`config.mk`:
```
export PLATFORM = sky130hd
export DESIGN_NAME = aroc_back
export DESIGN_NICKNAME = d
export VERILOG_FILES = /design/src/rtl/aroc_pkg.sv /design/src/rtl/aroc_fifo.sv /design/src/rtl/aroc_back.sv
export VERILOG_INCLUDE_DIRS = /design/src /design/src/rtl
export SDC_FILE = /design/constraint.sdc
export NUM_CORES = 2
export LEC_CHECK = 0
export BUFFER_PORTS_ARGS = -buffer_cell sky130_fd_sc_hd__buf_2
export CELL_PAD_IN_SITES_DETAIL_PLACEMENT = 1
export CELL_PAD_IN_SITES_GLOBAL_PLACEMENT = 1
export CORE_UTILIZATION = 31
export DETAILED_ROUTE_END_ITERATION = 16
export PLACE_DENSITY = 0.61
export SLEW_MARGIN = 20
export SYNTH_ARGS = -nofsm -noshare
export SYNTH_HDL_FRONTEND = slang
export SYNTH_SLANG_ARGS = --single-unit
```
`constraint.sdc`:
```
create_clock -name clock -period 8.9 [get_ports clock]
set_clock_uncertainty 0.2 [all_clocks]
set_input_delay 0.89 -clock clock [delete_from_list [all_inputs] [get_ports clock]]
set_output_delay 0.89 -clock clock [all_outputs]
set_load 0.02 [all_outputs]
```
`src/rtl/arc_route_orientation_concat_assert.svh`:
```
// Assertion macros shared by the orientation concatenation RTL.
`ifndef ARC_ROUTE_ORIENTATION_CONCAT_ASSERT_SVH
`define ARC_ROUTE_ORIENTATION_CONCAT_ASSERT_SVH

`ifndef SYNTH
// Same-cycle implication, checked on every rising edge outside reset.
`define AROC_ASSERT_IMPL(label, ante, cons) \
   label: assert property (@(posedge clock) disable iff (reset) (ante) |-> (cons)) \
      else $error("aroc assertion failed: same-cycle implication");
// Next-cycle implication, checked on every rising edge outside reset.
`define AROC_ASSERT_NEXT(label, ante, cons) \
   label: assert property (@(posedge clock) disable iff (reset) (ante) |=> (cons)) \
      else $error("aroc assertion failed: next-cycle implication");
`else
`define AROC_ASSERT_IMPL(label, ante, cons)
`define AROC_ASSERT_NEXT(label, ante, cons)
`endif

`endif

```
`src/rtl/aroc_pkg.sv`:
```
// Types, constants and helper functions of the orientation concatenation block.
package aroc_pkg;

   localparam int COST_W  = 32;
   localparam int LOAD_W  = 24;
   localparam int DEM_W   = 16;
   localparam int SCORE_W = 48;
   localparam int CSR_INDEX_W = 2;
   localparam int CSR_DATA_W  = 32;

   localparam logic [COST_W-1:0]  COST_INF  = {COST_W{1'b1}};
   localparam logic [LOAD_W-1:0]  LOAD_MAX  = {LOAD_W{1'b1}};
   localparam logic [SCORE_W-1:0] SCORE_MAX = {SCORE_W{1'b1}};

   // Operation codes.
   localparam logic [1:0] OP_START   = 2'd0;
   localparam logic [1:0] OP_APPEND  = 2'd1;
   localparam logic [1:0] OP_PREPEND = 2'd2;

   // Register indexes.
   localparam logic [CSR_INDEX_W-1:0] CSR_VEHICLE_CAPACITY = 2'd0;
   localparam logic [CSR_INDEX_W-1:0] CSR_TIME_LIMIT       = 2'd1;
   localparam logic [CSR_INDEX_W-1:0] CSR_CAPACITY_PENALTY = 2'd2;
   localparam logic [CSR_INDEX_W-1:0] CSR_DURATION_PENALTY = 2'd3;

   // Register reset values.
   localparam logic [LOAD_W-1:0] CAPACITY_RESET   = 24'hFF_FFFF;
   localparam logic [COST_W-1:0] TIME_LIMIT_RESET = 32'hFFFF_FFFE;

   typedef struct packed {
      logic [1:0]        opcode;
      logic [COST_W-1:0] cost_forward;
      logic [COST_W-1:0] cost_reverse;
      logic [DEM_W-1:0]  demand;
      logic [COST_W-1:0] link_ff;
      logic [COST_W-1:0] link_ft;
      logic [COST_W-1:0] link_tf;
      logic [COST_W-1:0] link_tt;
   } req_type;

   typedef struct packed {
      logic [COST_W-1:0]  best_from_from;
      logic [COST_W-1:0]  best_from_to;
      logic [COST_W-1:0]  best_to_from;
      logic [COST_W-1:0]  best_to_to;
      logic [COST_W-1:0]  min_cost;
      logic [LOAD_W-1:0]  total_load;
      logic [LOAD_W-1:0]  excess_load;
      logic [COST_W-1:0]  excess_time;
      logic [SCORE_W-1:0] penalized_cost;
   } rsp_type;

   // Sequence state after one transaction, handed from front to back.
   typedef struct packed {
      logic [COST_W-1:0] cost_ff;
      logic [COST_W-1:0] cost_ft;
      logic [COST_W-1:0] cost_tf;
      logic [COST_W-1:0] cost_tt;
      logic [LOAD_W-1:0] load;
   } state_type;

   typedef struct packed {
      logic [LOAD_W-1:0] vehicle_capacity;
      logic [COST_W-1:0] time_limit;
      logic [LOAD_W-1:0] capacity_penalty;
      logic [LOAD_W-1:0] duration_penalty;
   } cfg_type;

   // Saturating add; the all-ones code is infinity and absorbs everything.
   function automatic logic [COST_W-1:0] sat_add(input logic [COST_W-1:0] a,
                                                 input logic [COST_W-1:0] b);
      logic [COST_W:0] sum;
      sum = {1'b0, a} + {1'b0, b};
      if (sum >= {1'b0, COST_INF}) begin
         return COST_INF;
      end
      return sum[COST_W-1:0];
   endfunction

   function automatic logic [COST_W-1:0] min2(input logic [COST_W-1:0] a,
                                              input logic [COST_W-1:0] b);
      return (a < b) ? a : b;
   endfunction

endpackage

```
`src/rtl/aroc_fifo.sv`:
```
// Small first-in first-out queue in flip-flops, used between and after the stages.
module aroc_fifo #(
   parameter int WIDTH = 8,
   parameter int DEPTH = 4,
   localparam int CNT_W = $clog2(DEPTH + 1)
) (
   input  logic             clock,
   input  logic             reset,
   input  logic             push,
   input  logic [WIDTH-1:0] push_data,
   input  logic             pop,
   output logic [WIDTH-1:0] pop_data,
   output logic             full,
   output logic             empty,
   output logic [CNT_W-1:0] count
);

   localparam int PTR_W = (DEPTH > 1) ? $clog2(DEPTH) : 1;

   logic [WIDTH-1:0] mem_ff [DEPTH];
   logic [PTR_W-1:0] wr_ptr_ff;
   logic [PTR_W-1:0] rd_ptr_ff;
   logic [CNT_W-1:0] count_ff;
   logic             push_ok;
   logic             pop_ok;

   assign full     = (count_ff == CNT_W'(DEPTH));
   assign empty    = (count_ff == '0);
   assign count    = count_ff;
   assign push_ok  = push && !full;
   assign pop_ok   = pop && !empty;
   assign pop_data = mem_ff[rd_ptr_ff];

   // Storage needs no reset.
   always_ff @(posedge clock) begin
      if (push_ok) begin
         mem_ff[wr_ptr_ff] <= push_data;
      end
   end

   // Pointers wrap at the depth, which need not be a power of two.
   always_ff @(posedge clock) begin
      if (reset) begin
         wr_ptr_ff <= '0;
         rd_ptr_ff <= '0;
         count_ff  <= '0;
      end else begin
         if (push_ok) begin
            wr_ptr_ff <= (wr_ptr_ff == PTR_W'(DEPTH - 1)) ? '0 : wr_ptr_ff + 1'b1;
         end
         if (pop_ok) begin
            rd_ptr_ff <= (rd_ptr_ff == PTR_W'(DEPTH - 1)) ? '0 : rd_ptr_ff + 1'b1;
         end
         if (push_ok && !pop_ok) begin
            count_ff <= count_ff + 1'b1;
         end else if (pop_ok && !push_ok) begin
            count_ff <= count_ff - 1'b1;
         end
      end
   end

endmodule

```
`src/rtl/aroc_back.sv`:
```
// Back part: scores each sequence state in a short pipeline and queues the results.
`include "arc_route_orientation_concat_assert.svh"

module aroc_back import aroc_pkg::*; #(
   parameter int OUT_DEPTH = 4
) (
   input  logic      clock,
   input  logic      reset,
   input  cfg_type   cfg,
   input  logic      src_empty,
   input  state_type src_data,
   output logic      src_pop,
   input  logic      pop,
   output logic      empty,
   output rsp_type   rsp_data
);

   localparam int CNT_W = $clog2(OUT_DEPTH + 1);
   localparam int OCC_W = CNT_W + 1;
   localparam int SUM_W = SCORE_W + 10;

   typedef struct packed {
      state_type         state;
      logic [COST_W-1:0] min_cost;
      logic [LOAD_W-1:0] excess_load;
      logic [COST_W-1:0] excess_time;
      logic              ff_inf;
   } stage_type;

   stage_type         s1_ff;
   stage_type         s1_in;
   stage_type         s2_ff;
   logic              v1_ff;
   logic              v2_ff;
   logic [47:0]       prod_load_ff;
   logic [55:0]       prod_time_ff;
   logic [SUM_W-1:0]  score_sum;
   rsp_type           out_data;
   logic              out_full;
   logic [CNT_W-1:0]  out_count;
   logic [OCC_W-1:0]  occupancy;
   logic              issue;
   logic [COST_W-1:0] min_lo;
   logic [COST_W-1:0] min_hi;

   // Issue only when the result queue has room for everything in flight.
   assign occupancy = OCC_W'(out_count) + OCC_W'(v1_ff) + OCC_W'(v2_ff);
   assign issue     = !src_empty && (occupancy < OCC_W'(OUT_DEPTH));
   assign src_pop   = issue;

   // First stage: minimum and both excesses.
   always_comb begin
      min_lo            = min2(src_data.cost_ff, src_data.cost_ft);
      min_hi            = min2(src_data.cost_tf, src_data.cost_tt);
      s1_in.state       = src_data;
      s1_in.min_cost    = min2(min_lo, min_hi);
      s1_in.excess_load = (src_data.load > cfg.vehicle_capacity) ?
                          src_data.load - cfg.vehicle_capacity : '0;
      s1_in.ff_inf      = (src_data.cost_ff == COST_INF);
      if (s1_in.ff_inf) begin
         s1_in.excess_time = COST_INF;
      end else if (src_data.cost_ff > cfg.time_limit) begin
         s1_in.excess_time = src_data.cost_ff - cfg.time_limit;
      end else begin
         s1_in.excess_time = '0;
      end
   end

   // Pipeline payload: stage one, then the two penalty products.
   always_ff @(posedge clock) begin
      s1_ff        <= s1_in;
      s2_ff        <= s1_ff;
      prod_load_ff <= 48'(s1_ff.excess_load) * 48'(cfg.capacity_penalty);
      prod_time_ff <= 56'(s1_ff.excess_time) * 56'(cfg.duration_penalty);
   end

   // Stage valid bits.
   always_ff @(posedge clock) begin
      if (reset) begin
         v1_ff <= 1'b0;
         v2_ff <= 1'b0;
      end else begin
         v1_ff <= issue;
         v2_ff <= v1_ff;
      end
   end

   // Final sum in Q40.8 with saturation.
   assign score_sum = SUM_W'({s2_ff.state.cost_ff, 8'h00}) + SUM_W'(prod_load_ff)
                      + SUM_W'(prod_time_ff);

   always_comb begin
      out_data.best_from_from = s2_ff.state.cost_ff;
      out_data.best_from_to   = s2_ff.state.cost_ft;
      out_data.best_to_from   = s2_ff.state.cost_tf;
      out_data.best_to_to     = s2_ff.state.cost_tt;
      out_data.min_cost       = s2_ff.min_cost;
      out_data.total_load     = s2_ff.state.load;
      out_data.excess_load    = s2_ff.excess_load;
      out_data.excess_time    = s2_ff.excess_time;
      if (s2_ff.ff_inf || (score_sum > SUM_W'(SCORE_MAX))) begin
         out_data.penalized_cost = SCORE_MAX;
      end else begin
         out_data.penalized_cost = score_sum[SCORE_W-1:0];
      end
   end

   // Result queue towards the receiver.
   aroc_fifo #(
      .WIDTH ($bits(rsp_type)),
      .DEPTH (OUT_DEPTH)
   ) u_out_fifo (
      .clock     (clock),
      .reset     (reset),
      .push      (v2_ff),
      .push_data (out_data),
      .pop       (pop),
      .pop_data  (rsp_data),
      .full      (out_full),
      .empty     (empty),
      .count     (out_count)
   );

   `AROC_ASSERT_IMPL(a_out_no_overflow, v2_ff, !out_full)

endmodule

```
; Word level (Yosys, flattened, before mapping)
; Memory sizes are Yosys's and may differ from the RTL's. A register that Yosys moved wholly into a read port is not among the register bits.
; Cells that the tools add are included.
[totals]
mem_count = 1
out_inout_bits = 290
wordCells = 75
ramBits = 1152
input_bits = 260
ff_bits = 595
[classes]
n_mul = 2
reduce_logical = 13
eq_ne = 4
add_sub_neg = 10
magnitude_cmp = 7
mux = 13
[mem_list]
columns = name, words, width, rd, rd_clocked_by_memory_dff, wr, line
row1 = u_out_fifo.mem_ff, 4, 288, 1, 1, 1, aroc_fifo.sv:20  ; logic [WIDTH-1:0] mem_ff [DEPTH];
[op_table]
columns = cell, n
row1 = 32-bit two-way mux, 4
row2 = 32-bit less-than comparator, 3
row3 = 49-bit by 56-bit adder with 57-bit output, 1
row4 = "57-bit by 48-bit greater-than comparator with 1-bit output, second input constant", 1
row5 = 32-bit by 24-bit multiplier with 56-bit output, 1
row6 = 40-bit by 48-bit adder with 49-bit output, 1
row7 = 24-bit by 24-bit multiplier with 48-bit output, 1
row8 = 48-bit two-way mux, 1
row9 = "32-bit equality test, second input constant", 1
row10 = 32-bit greater-than comparator, 1
row11 = 32-bit subtractor, 1
row12 = 24-bit greater-than comparator, 1
row13 = 24-bit subtractor, 1
row14 = 2-bit two-way mux, 4
row15 = 3-bit two-way mux, 2
row16 = 1-bit logical AND, 5
row17 = 1-bit logical NOT, 5
row18 = "2-bit by 1-bit adder with 2-bit output, second input constant", 2
row19 = 3-bit by 1-bit adder with 4-bit output, 1
row20 = 4-bit by 1-bit adder with 4-bit output, 1
row21 = "2-bit equality test, second input constant", 2
row22 = "4-bit by 3-bit less-than comparator with 1-bit output, second input constant", 1
row23 = "3-bit by 1-bit adder with 3-bit output, second input constant", 1
row24 = "3-bit equality test, second input constant", 1
row25 = 5 further kinds, 6

; Logic depth before layout (Yosys ltp)
[depth]
ltp_word = 7
depth_mapped = 27
mapped_depth_nobuf = 25

; By module
; Synthesis repeated with hierarchy kept, for this count alone.
[unflattened]
hier_cells = 8637
hier_area_um2 = 108365.2
[modules_own_cells]
columns = mod, area_each_um2, seq_area_each_um2, cells_each, n_inst
row1 = aroc_back, 66341.1, 11771.3, 7083, 1
row2 = aroc_fifo, 42024.1, 34773.4, 1554, 1

; Worst setup path after synthesis
; OpenSTA, ideal clock, no wires.
[synth_path]
path_kind = flip-flop to flip-flop
start = reg u_out_fifo.count_ff[0] (netlist: u_out_fifo.count[0])
end = mem u_out_fifo.mem_ff[1][0] (netlist bit), enable pin
path_stages_with_launch = 4
n_path_buf = 0
required_ps = 8014
t_arrival_ps = 7428
period_less_slack_ps = 8314
setup_time_ps = 686
setup_slack_ps = 586
path_cell_list = dfxtp_1 nor2_1 a21boi_1 and2_1
[synth_between]
elab_chain_cells = 5
[synth_rtl]
columns = element, line
row1 = "start, declared", aroc_fifo.sv:23  ; logic [CNT_W-1:0] count_ff;
row2 = "start signal, assigned", aroc_fifo.sv:55  ; count_ff <= count_ff + 1'b1;
row3 = "start signal, assigned", aroc_fifo.sv:57  ; count_ff <= count_ff - 1'b1;
row4 = 3-bit equality test, aroc_fifo.sv:27  ; assign full = (count_ff == CNT_W'(DEPTH));
row5 = 1-bit logical NOT, aroc_fifo.sv:30  ; assign push_ok = push && !full;
row6 = 1-bit logical AND, aroc_fifo.sv:30
row7 = via u_out_fifo.push_ok, aroc_fifo.sv:24  ; logic push_ok;
row8 = 1-bit two-way mux, aroc_fifo.sv:36  ; if (push_ok) begin
row9 = 1-bit two-way mux (not written as such), aroc_fifo.sv:37  ; mem_ff[wr_ptr_ff] <= push_data;
row10 = "end, declared", aroc_fifo.sv:20
; The timed path passes the listed nets, and every way through them passes these cells.

; Worst setup path after layout
[layout_path]
start = reg s1_ff[9] (netlist bit)
end = reg prod_time_ff[49]
[layout_between]
elab_chain_cells = 1
[layout_rtl]
columns = element, line
row1 = "start, declared", aroc_back.sv:30  ; stage_type s1_ff;
row2 = "start signal, assigned", aroc_back.sv:71  ; s1_ff <= s1_in;
row3 = 32-bit by 24-bit multiplier with 56-bit output, aroc_back.sv:74  ; prod_time_ff <= 56'(s1_ff.excess_time) * 56'(cfg.duration_penalty);
row4 = "end signal, assigned", aroc_back.sv:74
row5 = "end, declared", aroc_back.sv:36  ; logic [55:0] prod_time_ff;
; No other way between the ends.
; A chain may end at the register's enable or synchronous reset.

==> parameters.txt <==
Parameter                              Value

Setup path
  Most Frequent Cell on Critical Path    sky130_fd_sc_hd__fa_1
  Startpoint type of the worst setup path    register
  Setup slack, reg-to-reg    0.60 ns
  Data arrival time of the critical path    8.85 ns
  Worst EP required    9.46 ns
  Buf+Inv Stages, Crit Path    5
  Worst-path cell with the longest stage delay    sky130_fd_sc_hd__dfxtp_1
  List of cells traversed by the critical path    buf_4 > and2_1 > fa_1 > fa_1 > inv_1 > fa_1 > inv_1 > fa_1 > fa_1 > fa_1 > inv_1 > fa_1 > inv_1 > ha_1 > a21oi_1 > nand2_1 > o31a_1 > a211oi_2 > o221ai_2 > a2111oi_2 > o31ai_1 > a31oi_1 > xnor2_1
  Maximum fanout along the worst path    14
  Largest incremental delay on the critical path    0.96 ns
  Kind of critical path    register to register
  Endpoint class of the critical path    register
  Kind of cell adding the most delay to the critical path    adder cells

Synth
  Leading area contributor after synthesis    sky130_fd_sc_hd__edfxtp_1
  Number of cells produced by synthesis    8699
  Number of flops mapped to enable cells by yosys    1152
  Unique masters post-synth    85
  Seq/Total Area, Yosys    0.4290
  Number of warnings reported in the yosys synthesis log    0
  Synth Net Count    10710
  Yosys top cell area share    0.3188
  Top cells by area, synth    sky130_fd_sc_hd__edfxtp_1 (32%), sky130_fd_sc_hd__fa_1 (22%), sky130_fd_sc_hd__dfxtp_1 (11%)
  Post-synthesis sequential element count    1749
  Share of flip-flops with an asynchronous set or reset    0
  Post-synthesis instance area    108500 µm²
  Leading register cell type out of synthesis    sky130_fd_sc_hd__edfxtp_1
  Mean Syn Cell Area    12.47 µm²

Placement
  Number of port buffers    549
  DP Worst Slack    0.3903 ns
  Final estimated routing congestion in global placement    0.8635
  Total half-perimeter wirelength after legalization and detailed placement    264500 µm
  Placed Instance Area    116900 µm²

Detailed routing
  Detailed-router iteration count before antenna repair    5
  Routed WL per cell    24.71 µm
  Routed Wire Length    348000 µm
  Antenna Nets Post-Route    0
  DRC violation count after routing    0
  Overall via count from detail_route    68910
  Drt via density    4.892
  First DRT Iteration DRCs    4022

Global routing
  Most heavily used metal layer in global routing    met2
  First-pass GRT wire length    513000 µm
  Grt met1 use    0.2562
  GRT met2 Usage    0.3344
  Vias in the first global route    76940
  Met3 Usage GRT    0.02947
  GRT Total Usage    0.1962
  Largest net degree at the start of global routing    113
  Global route overflow    0
  Number of antenna violations at the first check in global routing    87

STA
  Final Max Slew Viols    0
  Slew at the pin closest to its max-slew limit    1.086 ns
  Shortest period the worst path allows    8.298 ns
  Ratio of final minimum period to clock period    0.9323
  Number of endpoints failing setup at the final stage    0
  Worst Setup Slack, final    0.6023 ns
  Final-layout setup total negative slack    0 ns
  RSZ-0062 raised after global routing    no
  Final Hold Violating Endpoints    0
  Max-slew headroom at the worst pin    0.2750
  Maximum achievable frequency    0.1205 GHz
  Hold WS    0.04873 ns

Pwr
  Total power per unit cell area    394.5 nW/µm²
  Internal portion of total power    0.02612 W
  Peak ir drop on the vdd network    0.9145 mV
  Switch share    0.4672
  Net Switching    0.02290 W
  Clock share of power    0.160
  Static Leak    51.74 nW
  Share of power burned in combinational logic    0.626
  Relative contribution of sequential cells to total power    0.213

Cells and area
  Share of final-layout standard cells stronger than drive strength 1    0.1389
  Post-route cell area    124200 µm²
  Area Overhead vs Synth    14.52%
  Number of nets in the finished design    11330

Floorplan
  Number of standard-cell rows in the floorplan    216
  Initial core utilization    0.3124
  Core ar.    347300 µm²
  Die footprint    352400 µm²
  Y dimension of the die    593.6 µm
  Number of primary I/O pins    550
  Floorplan die width    593.6 µm

Clock tree
  Sink count of the clock tree    1749
  CTS max path bufs    4
  Clock buffers created by TritonCTS    185
  Post-CTS setup-driven buffer insertion count    0
  Clock transition at the register clock pins on the worst setup and hold paths after CTS    0.06 ns
  Cts hold-fix bufs    110
  CTS tree    yes
  H-tree depth    4
  Source-to-sink clock delay at the later pin of the worst-skew pair    0.89 ns
  Clock root buffer    sky130_fd_sc_hd__clkbuf_16
  Post-cts repair resize count    0

Flow run
  MaxCap Viol Count    0

Hold path
  Type of the worst min-delay path    register to register

Outcome
  Status    finished, final reports clean
==> worst register-to-register path, delay by kind of cell, from the launching register on <==
kind            cells  cell delay [ns]
xor+xnor            1             0.14
simple gates        2             0.33
fa+ha+maj           8             3.74
flops               1             0.96
compound gates      7             2.20
buf+inv             5             0.61
==> sequential cells by signal, summed over array words and instances, names as in the netlist, named ones only <==
register	cells
u_out_fifo.mem_ff	1152
out_data	240
v1_ff	1
u_out_fifo.rd_ptr_ff	2
u_out_fifo.wr_ptr_ff	2
s1_ff	241
s2_ff	1
prod_load_ff	48
u_out_fifo.count	3
prod_time_ff	56
v2_ff	1
==> cells in the mapped netlist, types with 7 or more instances <==
library cell                   n
sky130_fd_sc_hd__mux4_2      288
sky130_fd_sc_hd__clkbuf_1    307
sky130_fd_sc_hd__fa_1       1176
sky130_fd_sc_hd__nor4_1       13
sky130_fd_sc_hd__a211o_1      10
sky130_fd_sc_hd__a211oi_1     37
sky130_fd_sc_hd__a21o_1      105
sky130_fd_sc_hd__buf_2        18
sky130_fd_sc_hd__buf_4         7
sky130_fd_sc_hd__nand4_1     101
sky130_fd_sc_hd__a31oi_1      23
sky130_fd_sc_hd__xor2_1       61
sky130_fd_sc_hd__ha_1        576
sky130_fd_sc_hd__a21boi_0     13
sky130_fd_sc_hd__dfxtp_1     597
sky130_fd_sc_hd__edfxtp_1   1152
sky130_fd_sc_hd__nand3_1      40
sky130_fd_sc_hd__nand2b_1     29
sky130_fd_sc_hd__o21bai_1     30
sky130_fd_sc_hd__nand2_1     800
sky130_fd_sc_hd__o2111ai_1    15
sky130_fd_sc_hd__o21a_1       27
sky130_fd_sc_hd__o31ai_1      16
sky130_fd_sc_hd__and3_1       21
sky130_fd_sc_hd__o21ai_0     168
sky130_fd_sc_hd__and4_1        8
sky130_fd_sc_hd__nor2_1      148
sky130_fd_sc_hd__a21oi_1     225
sky130_fd_sc_hd__a221oi_1     13
sky130_fd_sc_hd__xnor2_1     107
sky130_fd_sc_hd__nand4b_1      7
sky130_fd_sc_hd__and2_1      715
sky130_fd_sc_hd__o211ai_1     20
sky130_fd_sc_hd__nor2b_1      21
sky130_fd_sc_hd__inv_1      1476
sky130_fd_sc_hd__mux2i_1     101
sky130_fd_sc_hd__or3_1        17
sky130_fd_sc_hd__buf_1        43
sky130_fd_sc_hd__nor3_1       54
==> logic make-up (layout without fill, tap and decap cells) <==
kind of cell | after synthesis | after routing | share of synthesized area
xor gates and xnor gates | 168 | 168 | 0.01356
muxes | 389 | 389 | 0.06910
and+or+nand+nor | 2006 | 2006 | 0.09357
other | 0 | 40 | 0
AOI/OAI and AO/OA | 784 | 784 | 0.04686
buffers and inverters | 1851 | 2620 | 0.06449
adders and majority gates | 1752 | 1752 | 0.2834
DFF | 1749 | 1749 | 0.4290
==> per-layer routing <==
metal | routed length [µm] | part of all wire | vias to the layer above
met3 | 17270 | 0.050 | 477
met1 | 149800 | 0.43 | 36600
met4 | 11510 | 0.033 | 16
met5 | 110 | 0.00032 | -
li1 | - | - | 30030
met2 | 169300 | 0.49 | 1786
==> cell type report <==
class / count / area [µm²]
Clock inverter: 88 / 989.7
Clock buffer: 246 / 5197
Inverter: 1476 / 5540
Antenna cell: 40 / 100.1
Sequential cell: 1749 / 46570
Timing Repair Buffer: 810 / 5132
Fill cell: 37140 / 223000
Tap cell: 4578 / 5728
Multi-Input combinational cell: 5099 / 54990
==> worst paths after layout <==
check | startpoint | to | depth (start not counted)
setup reg to reg | s1_ff[9] | prod_time_ff[49] | 23
hold / removal | s1_ff[73] | out_data[144] | 0
setup / recovery | s1_ff[9] | prod_time_ff[49] | 23
hold reg to reg | s1_ff[73] | out_data[144] | 0
==> placed cells by master, fill, tap and decap left out, types with 15 or more instances in the layout <==
| cell | count |
|---|---|
| sky130_fd_sc_hd__nand4_1 | 101 |
| sky130_fd_sc_hd__clkbuf_1 | 35 |
| sky130_fd_sc_hd__o2111ai_1 | 15 |
| sky130_fd_sc_hd__clkinv_1 | 17 |
| sky130_fd_sc_hd__dfxtp_1 | 584 |
| sky130_fd_sc_hd__buf_2 | 549 |
| sky130_fd_sc_hd__a211oi_1 | 37 |
| sky130_fd_sc_hd__o21bai_1 | 30 |
| sky130_fd_sc_hd__and2_1 | 711 |
| sky130_fd_sc_hd__clkbuf_8 | 19 |
| sky130_fd_sc_hd__diode_2 | 40 |
| sky130_fd_sc_hd__and3_1 | 21 |
| sky130_fd_sc_hd__bufinv_16 | 16 |
| sky130_fd_sc_hd__fa_1 | 1176 |
| sky130_fd_sc_hd__edfxtp_1 | 1152 |
| sky130_fd_sc_hd__buf_4 | 139 |
| sky130_fd_sc_hd__a21o_1 | 104 |
| sky130_fd_sc_hd__nand2_1 | 800 |
| sky130_fd_sc_hd__nand2b_1 | 29 |
| sky130_fd_sc_hd__xnor2_1 | 107 |
| sky130_fd_sc_hd__a21oi_1 | 225 |
| sky130_fd_sc_hd__nor3_1 | 54 |
| sky130_fd_sc_hd__clkinv_2 | 27 |
| sky130_fd_sc_hd__clkbuf_16 | 192 |
| sky130_fd_sc_hd__nor2b_1 | 21 |
| sky130_fd_sc_hd__dlygate4sd3_1 | 110 |
| sky130_fd_sc_hd__ha_1 | 576 |
| sky130_fd_sc_hd__o211ai_1 | 20 |
| sky130_fd_sc_hd__mux4_2 | 288 |
| sky130_fd_sc_hd__nor2_1 | 148 |
| sky130_fd_sc_hd__a31oi_1 | 23 |
| sky130_fd_sc_hd__o21a_1 | 27 |
| sky130_fd_sc_hd__o21ai_0 | 168 |
| sky130_fd_sc_hd__o31ai_1 | 16 |
| sky130_fd_sc_hd__inv_1 | 1476 |
| sky130_fd_sc_hd__xor2_1 | 61 |
| sky130_fd_sc_hd__mux2i_1 | 101 |
| sky130_fd_sc_hd__or3_1 | 17 |
| sky130_fd_sc_hd__nand3_1 | 39 |
==> stage by stage <==
step	cells	utilization	power (W)
2_1_floorplan	8699	-	0.03154
3_3_place_gp	13600	0.3365	0.04107
3_5_place_dp	13600	0.3365	0.04160
4_1_cts	14050	0.3575	0.04978
5_1_grt	14060	0.3576	0.05305
6_report	14090	0.3578	0.04901
==> power by group through the flow <==
| stage | Clock [W] | Combinational [W] | Sequential (W) |
|---|---|---|---|
| 6_report | 0.00786 | 0.0307 | 0.0105 |
| 5_1_grt | 0.00832 | 0.0342 | 0.0105 |
| 4_1_cts | 0.00805 | 0.0313 | 0.0105 |
| 3_5_place_dp | 0 | 0.0310 | 0.0106 |
| 3_3_place_gp | 0 | 0.0305 | 0.0106 |
| 2_1_floorplan | 0 | 0.0213 | 0.0102 |
Note: power is estimated with default switching activity, not from simulation.
